**src/rtl/xcbc_pkg.sv**
```systemverilog
`default_nettype none

package xcbc_pkg;

	// XTEA constants
	localparam logic [31:0] XTEA_DELTA    = 32'h9E37_79B9;
	localparam int          ROUND_W       = 7;
	localparam logic [ROUND_W-1:0] RESET_ROUNDS = 7'd32;
	localparam logic [63:0] RESET_IV      = 64'hF309_8250_43BA_C344;
	localparam logic [31:0] RESET_DEC_SUM = 32'(64'(XTEA_DELTA) * 64'(RESET_ROUNDS));
	localparam int          CFG_IDX_W     = 3;

	// Operation codes carried by the mode field
	localparam logic MODE_ENC = 1'b0;
	localparam logic MODE_DEC = 1'b1;

	// Configuration register indexes
	typedef enum logic [CFG_IDX_W-1:0] {
		CFG_KEY0   = 3'd0,
		CFG_KEY1   = 3'd1,
		CFG_KEY2   = 3'd2,
		CFG_KEY3   = 3'd3,
		CFG_ROUNDS = 3'd4,
		CFG_IV     = 3'd5
	} cfg_idx_t;

	// Sequencer states
	typedef enum logic [1:0] {
		ST_IDLE = 2'd0,
		ST_RUN  = 2'd1,
		ST_DONE = 2'd2
	} state_t;

	typedef logic [3:0][31:0] key_t;

	// Configuration seen by the datapath
	typedef struct packed {
		key_t               key;
		logic [ROUND_W-1:0] rounds;
		logic [31:0]        dec_sum;
		logic [63:0]        iv;
	} cfg_t;

	// XTEA mixing term
	function automatic logic [31:0] mix(input logic [31:0] x);
		return ((x << 4) ^ (x >> 5)) + x;
	endfunction

endpackage

`default_nettype wire

```
**src/rtl/xcbc_cfg.sv**
```systemverilog
`default_nettype none

module xcbc_cfg (
	input  wire logic                          clk,
	input  wire logic                          arst_n,
	input  wire logic                          cfg_valid,
	output logic                               cfg_ready,
	input  wire logic [xcbc_pkg::CFG_IDX_W-1:0] cfg_index,
	input  wire logic [63:0]                   cfg_data,
	output xcbc_pkg::cfg_t                     cfg
);

	xcbc_pkg::key_t                  key_q;
	logic [xcbc_pkg::ROUND_W-1:0]    rounds_q;
	logic [31:0]                     dec_sum_q;
	logic [63:0]                     iv_q;
	logic                            wr_en;
	logic [31:0]                     dec_sum_d;

	assign cfg_ready = 1'b1;
	assign wr_en     = cfg_valid && cfg_ready;

	// Starting sum for decryption: delta times the round count, modulo 2^32
	assign dec_sum_d = 32'(32'(cfg_data[xcbc_pkg::ROUND_W-1:0]) * xcbc_pkg::XTEA_DELTA);

	// Register file; writes beyond the last register are dropped
	always_ff @(posedge clk or negedge arst_n) begin
		if (!arst_n) begin
			key_q     <= '0;
			rounds_q  <= xcbc_pkg::RESET_ROUNDS;
			dec_sum_q <= xcbc_pkg::RESET_DEC_SUM;
			iv_q      <= xcbc_pkg::RESET_IV;
		end else if (wr_en) begin
			case (cfg_index)
				xcbc_pkg::CFG_KEY0: key_q[0] <= cfg_data[31:0];
				xcbc_pkg::CFG_KEY1: key_q[1] <= cfg_data[31:0];
				xcbc_pkg::CFG_KEY2: key_q[2] <= cfg_data[31:0];
				xcbc_pkg::CFG_KEY3: key_q[3] <= cfg_data[31:0];
				xcbc_pkg::CFG_ROUNDS: begin
					rounds_q  <= cfg_data[xcbc_pkg::ROUND_W-1:0];
					dec_sum_q <= dec_sum_d;
				end
				xcbc_pkg::CFG_IV: iv_q <= cfg_data;
				default: ;
			endcase
		end
	end

	assign cfg = '{key: key_q, rounds: rounds_q, dec_sum: dec_sum_q, iv: iv_q};

endmodule

`default_nettype wire

```
**src/rtl/xcbc_round.sv**
```systemverilog
`default_nettype none

module xcbc_round (
	input  wire logic           mode,
	input  wire xcbc_pkg::key_t key,
	input  wire logic [63:0]    v,
	input  wire logic [31:0]    sum,
	output logic [63:0]         v_next,
	output logic [31:0]         sum_next
);

	logic [31:0] a;
	logic [31:0] b;
	logic [31:0] enc_a;
	logic [31:0] enc_b;
	logic [31:0] enc_s;
	logic [31:0] dec_a;
	logic [31:0] dec_b;
	logic [31:0] dec_s;

	assign a = v[31:0];
	assign b = v[63:32];

	// One full encryption cycle: update a, advance sum, update b
	always_comb begin
		enc_a = a + (xcbc_pkg::mix(b) ^ (sum + key[sum[1:0]]));
		enc_s = sum + xcbc_pkg::XTEA_DELTA;
		enc_b = b + (xcbc_pkg::mix(enc_a) ^ (enc_s + key[enc_s[12:11]]));
	end

	// One full decryption cycle: undo b, step sum back, undo a
	always_comb begin
		dec_b = b - (xcbc_pkg::mix(a) ^ (sum + key[sum[12:11]]));
		dec_s = sum - xcbc_pkg::XTEA_DELTA;
		dec_a = a - (xcbc_pkg::mix(dec_b) ^ (dec_s + key[dec_s[1:0]]));
	end

	// Select direction
	always_comb begin
		if (mode == xcbc_pkg::MODE_DEC) begin
			v_next   = {dec_b, dec_a};
			sum_next = dec_s;
		end else begin
			v_next   = {enc_b, enc_a};
			sum_next = enc_s;
		end
	end

endmodule

`default_nettype wire

```
**src/rtl/xtea_cbc_block_cipher.sv**
```systemverilog
// XTEA in CBC mode, one 64-bit block per beat (low word is the first half).
// mode 0 encrypts, mode 1 decrypts; first_block reloads the chain from the
// configured initial vector. A single round unit runs one full XTEA cycle per
// clock, so a block goes through loading, the rounds and the finish step
// before its result is registered, and one block is worked at a time; the
// next block is taken only once the previous result has been registered. A
// finished result waits in the output register while the next block is
// accepted. The configuration port is always ready; write it only while no
// block is in flight.
`default_nettype none

module xtea_cbc_block_cipher (
	input  wire logic                           clk,
	input  wire logic                           arst_n,
	input  wire logic                           cfg_valid,
	output logic                                cfg_ready,
	input  wire logic [xcbc_pkg::CFG_IDX_W-1:0] cfg_index,
	input  wire logic [63:0]                    cfg_data,
	input  wire logic                           in_valid,
	output logic                                in_ready,
	input  wire logic                           mode,
	input  wire logic                           first_block,
	input  wire logic [63:0]                    block_in,
	output logic                                out_valid,
	input  wire logic                           out_ready,
	output logic [63:0]                         block_out
);

	xcbc_pkg::cfg_t               cfg;
	xcbc_pkg::state_t             state_q;
	xcbc_pkg::state_t             state_d;
	logic [xcbc_pkg::ROUND_W-1:0] cnt_q;
	logic [63:0]                  v_q;
	logic [31:0]                  sum_q;
	logic [63:0]                  xor_q;
	logic                         mode_q;
	logic [63:0]                  chain_q;
	logic [63:0]                  out_q;
	logic                         out_valid_q;
	logic [63:0]                  v_next;
	logic [31:0]                  sum_next;
	logic [63:0]                  chain_sel;
	logic [63:0]                  result;
	logic                         in_acc;
	logic                         step_en;
	logic                         finish;
	logic                         slot_free;

	xcbc_cfg u_cfg (
		.clk       (clk),
		.arst_n    (arst_n),
		.cfg_valid (cfg_valid),
		.cfg_ready (cfg_ready),
		.cfg_index (cfg_index),
		.cfg_data  (cfg_data),
		.cfg       (cfg)
	);

	xcbc_round u_round (
		.mode     (mode_q),
		.key      (cfg.key),
		.v        (v_q),
		.sum      (sum_q),
		.v_next   (v_next),
		.sum_next (sum_next)
	);

	assign in_acc    = in_valid && in_ready;
	assign slot_free = !out_valid_q || out_ready;
	assign chain_sel = first_block ? cfg.iv : chain_q;
	assign result    = v_q ^ xor_q;

	// Next state
	always_comb begin
		state_d = state_q;
		case (state_q)
			xcbc_pkg::ST_IDLE: begin
				if (in_acc) state_d = xcbc_pkg::ST_RUN;
			end
			xcbc_pkg::ST_RUN: begin
				if (cnt_q == '0) state_d = xcbc_pkg::ST_DONE;
			end
			xcbc_pkg::ST_DONE: begin
				if (slot_free) state_d = xcbc_pkg::ST_IDLE;
			end
			default: state_d = xcbc_pkg::ST_IDLE;
		endcase
	end

	// Sequencer outputs
	always_comb begin
		in_ready = 1'b0;
		step_en  = 1'b0;
		finish   = 1'b0;
		case (state_q)
			xcbc_pkg::ST_IDLE: in_ready = 1'b1;
			xcbc_pkg::ST_RUN:  step_en  = (cnt_q != '0);
			xcbc_pkg::ST_DONE: finish   = slot_free;
			default: ;
		endcase
	end

	// Control state
	always_ff @(posedge clk or negedge arst_n) begin
		if (!arst_n) begin
			state_q     <= xcbc_pkg::ST_IDLE;
			cnt_q       <= '0;
			chain_q     <= '0;
			out_valid_q <= 1'b0;
		end else begin
			state_q <= state_d;
			// load the round count, then count down one per cycle
			if (in_acc) begin
				cnt_q <= cfg.rounds;
			end else if (step_en) begin
				cnt_q <= cnt_q - xcbc_pkg::ROUND_W'(1);
			end
			// decryption chains on the incoming ciphertext, encryption on its result
			if (in_acc && mode == xcbc_pkg::MODE_DEC) begin
				chain_q <= block_in;
			end else if (finish && mode_q == xcbc_pkg::MODE_ENC) begin
				chain_q <= result;
			end
			// output register valid
			if (finish) begin
				out_valid_q <= 1'b1;
			end else if (out_ready) begin
				out_valid_q <= 1'b0;
			end
		end
	end

	// Datapath registers
	always_ff @(posedge clk) begin
		if (in_acc) begin
			mode_q <= mode;
			if (mode == xcbc_pkg::MODE_DEC) begin
				v_q   <= block_in;
				sum_q <= cfg.dec_sum;
				xor_q <= chain_sel;
			end else begin
				v_q   <= block_in ^ chain_sel;
				sum_q <= '0;
				xor_q <= '0;
			end
		end else if (step_en) begin
			v_q   <= v_next;
			sum_q <= sum_next;
		end
		if (finish) begin
			out_q <= result;
		end
	end

	assign out_valid = out_valid_q;
	assign block_out = out_q;

endmodule

`default_nettype wire

```
**config.mk**
```make
export PLATFORM = sky130hd
export DESIGN_NAME = xtea_cbc_block_cipher
export DESIGN_NICKNAME = d
export VERILOG_FILES = /design/src/rtl/xcbc_pkg.sv /design/src/rtl/xcbc_cfg.sv /design/src/rtl/xcbc_round.sv /design/src/rtl/xtea_cbc_block_cipher.sv
export SDC_FILE = /design/constraint.sdc
export NUM_CORES = 2
export LEC_CHECK = 0
export BUFFER_PORTS_ARGS = -buffer_cell sky130_fd_sc_hd__buf_2
export CAP_MARGIN = 20
export CORE_UTILIZATION = 40
export CTS_CLUSTER_SIZE = 30
export DETAILED_ROUTE_END_ITERATION = 7
export HOLD_SLACK_MARGIN = 0.06
export PLACE_DENSITY = 0.59
export RECOVER_POWER = 100
export SLEW_MARGIN = 10
export SYNTH_ARGS = -nofsm -noshare
export SYNTH_HDL_FRONTEND = slang
export SYNTH_SLANG_ARGS = --single-unit
export TNS_END_PERCENT = 30
```
**constraint.sdc**
```tcl
create_clock -name clk -period 32.3 [get_ports clk]
set_clock_uncertainty 0.1 [all_clocks]
set_input_delay 0 -clock clk [delete_from_list [all_inputs] [get_ports clk]]
set_output_delay 0 -clock clk [all_outputs]
set_load 0.02 [all_outputs]
```
==> metrics.txt <==
Startpoint Class=register; critical path depth=43; yosys warns=0; number of remaining DRC errors=0; Clock Tree Buf Depth=3; worst min path class=in2reg; #FFs+latches synth=527; Area Overhead vs Synth=13.2%; Final TNS setup=0 ns; Port Buf Inserts=203; Syn Inst Count=4,923; Final Hold Viols=0; syn avg cell area=9.92 sq um; asr flop ratio synth=0.573; core area=0.120 sq mm; cell mode on critical path=a21o_1; die width=351 um; clock sinks=527; Placer Congestion=1.02; Critical Path AT=14.90 ns; Ports=205; failing checks=capacitance limit, slew limit; Worst path slowest cell=clkbuf_1; DR iter-0 viols=3,630; share of the synthesized area in the top cell type=0.138; row count=127; routed vias/inst=5.82; Worst Path Required=32.62 ns; Worst Reg-to-Reg Cells=43; largest stage delay on the critical path=1.88 ns; DIE AREA=0.124 sq mm; first-pass GRT wire length=249 mm; htree depth=2; CTS Buf Count=58; Seq/Total Area, Yosys=0.294; kind of critical path=reg2reg; crit-path leading delay family=compound AO/OA/AOI/OAI gates; total number of vias=40.3k; WHS Path Cells=4; wire per inst=24.7 um; RSZ-0062 raised after global routing=false; Least-Margin Pin Slew=5.28 ns; largest cells by area after synthesis=edfxtp_1 (14%), dfrtp_1 (13%), ha_1 (12%); Reg clk slew, reported paths=0.07 ns; nets in the synthesized netlist=5,573; Post-DRT Antenna Nets=0; clk_lat worst skew=0.68 ns; fmax=0.0686 GHz; number of flops mapped to enable cells by yosys=225; nets=5,908; number of global-route vias before repair=39.3k; FILL cells=11.5k; Congestion Overflow GR=0; TritonCTS clock tree=built; Tmin final=14.57 ns; Post-Route WL=171 mm; CP Buf/Inv Count=1; CTS root buf=clkbuf_16; largest fanout on the critical path=34; Final Setup Violations=0; count of cell types in the netlist=89; Synth area leader=edfxtp_1; largest net degree at the start of global routing=88; Slew Viols, Final=1,273; status=finished with violations; most frequent cells in the layout=xnor2_1 (478), ha_1 (455), a21oi_1 (421); First-pass DRT Iterations=6; area of the multi-input gates=0.0332 sq mm; dpl hpwl=134 mm; Synth Cell Area=0.0488 sq mm; Slew headroom=-2.52; Sequential cell area=0.0144 sq mm; Worst setup EP type=register; Die Y=351 um; initial antenna violation count=8; max-cap violations=27; Total Routing Usage GR=0.270; Initial Utilization=0.406; commonest non-fill, non-tap cell in the layout=xnor2_1; share of cells above drive strength 1=0.121; hold_ws=0.0893 ns; period utilization=0.451; Most used DFF post-synth=dfrtp_1
[through the flow]
step / instance area, sq um / worst slack [ns] / cells / utilization
floorplan: 48800 / 22.11 / 4923 / -
global placement: 51800 / 19.62 / 6632 / 0.430
detailed placement: 51800 / 19.55 / 6632 / 0.430
CTS: 55600 / 19.54 / 6920 / 0.462
global route: 55300 / 17.18 / 6921 / 0.459
finish: 55300 / 17.73 / 6922 / 0.459
[path summary, 6_finish.rpt]
path	startpoint	to	slack, ns
max in group asynchronous	arst_n	u_cfg.cfg[128]$_DFFE_PN0P_	25.41
worst max register to register	sum_q[0]$_DFFE_PP_	v_q[62]$_DFFE_PP_	17.73
min in group asynchronous	arst_n	u_cfg.iv_q[2]$_DFFE_PN1P_	1.14
worst min-delay path	out_ready	out_valid$_DFFE_PN0P_	0.09
worst min register to register	u_cfg.dec_sum_q[9]$_DFFE_PN1P_	u_cfg.dec_sum_q[9]$_DFFE_PN1P_	0.38
worst max-delay path	sum_q[0]$_DFFE_PP_	v_q[62]$_DFFE_PP_	17.73
[flip-flops by register name, indices dropped and copies added (netlist names)]
name / cells
u_cfg.rounds_q: 4
state_q: 2
sum_q: 32
u_cfg.cfg: 128
chain_q: 64
u_cfg.iv_q: 64
xor_q: 64
v_q: 64
u_cfg.dec_sum_q: 32
out_valid: 1
cnt_q: 7
block_out: 64
mode_q: 1
[layout make-up]
| class | instances | area share |
|---|---|---|
| clock inverter | 30 | 0.00573 |
| timing repair buffer | 438 | 0.0540 |
| clock buffer | 80 | 0.0310 |
| inverter | 182 | 0.0124 |
| sequential | 527 | 0.260 |
| multi-input combinational | 4051 | 0.600 |
| antenna | 2 | 0.0000906 |
| tap | 1612 | 0.0365 |
[synth_stat cells, types with 7 or more instances]
master and count:
and3_1 23, a221o_1 10, nor3_1 53, fa_1 57, or3_1 29, a21boi_0 11
buf_1 36, a31o_2 8, nor2b_1 98, o21a_1 51, and2_1 11, nand3_1 92
o31ai_1 18, o21ai_0 246, xor2_1 299, nand2b_1 52, nor4_1 10, ha_1 455
mux2i_1 167, clkbuf_1 116, mux4_2 127, dfstp_2 44, a21oi_1 421, or2_2 11
a21o_1 222, mux2_2 191, o211ai_1 19, nand3b_1 7, a311oi_1 7, edfxtp_1 225
inv_1 181, dfrtp_1 258, o21bai_1 54, a211oi_1 63, a31oi_1 36, nand2_1 234
xnor2_1 478, a211o_1 14, nand4_1 28, nor2_1 344
[worst register-to-register path: cells and delay by family (launching register included)]
kind / cells / cell delay [ns]
compound gates: 21 / 5.11
simple gates: 11 / 3.11
buf+inv: 1 / 1.88
fa+ha+maj: 4 / 1.49
xor+xnor: 4 / 1.32
mux: 2 / 0.98
flops: 1 / 0.32
[kinds of logic (layout without fill, tap and decap cells)]
family	Yosys count	after routing	share of synthesized area
flops	527	527	0.294
other cells	1	3	0.0000768
buf+inv	345	730	0.0271
simple gates	1018	1018	0.0984
compound gates	1252	1252	0.161
xor+xnor	783	783	0.142
fa+ha+maj	512	512	0.140
mux	485	485	0.137
[metal layers]
layer  up-vias  share of wire  global-route usage
met1     19800           0.45               0.383
met4         6          0.031              0.0791
met2      1631           0.44               0.421
met3       271          0.082              0.0473
met5         -        0.00024                   0
li1      18600              -                   -
[timing repair]
action                                 in CTS  in global routing
gates resized for setup                     0                  0
hold buffers                              178                  0
buffers inserted                            0                  0
endpoints found under the hold margin     504                  0
Power is not shown: default switching activity piles up to over one toggle a cycle in this logic, so the estimate is an artifact.
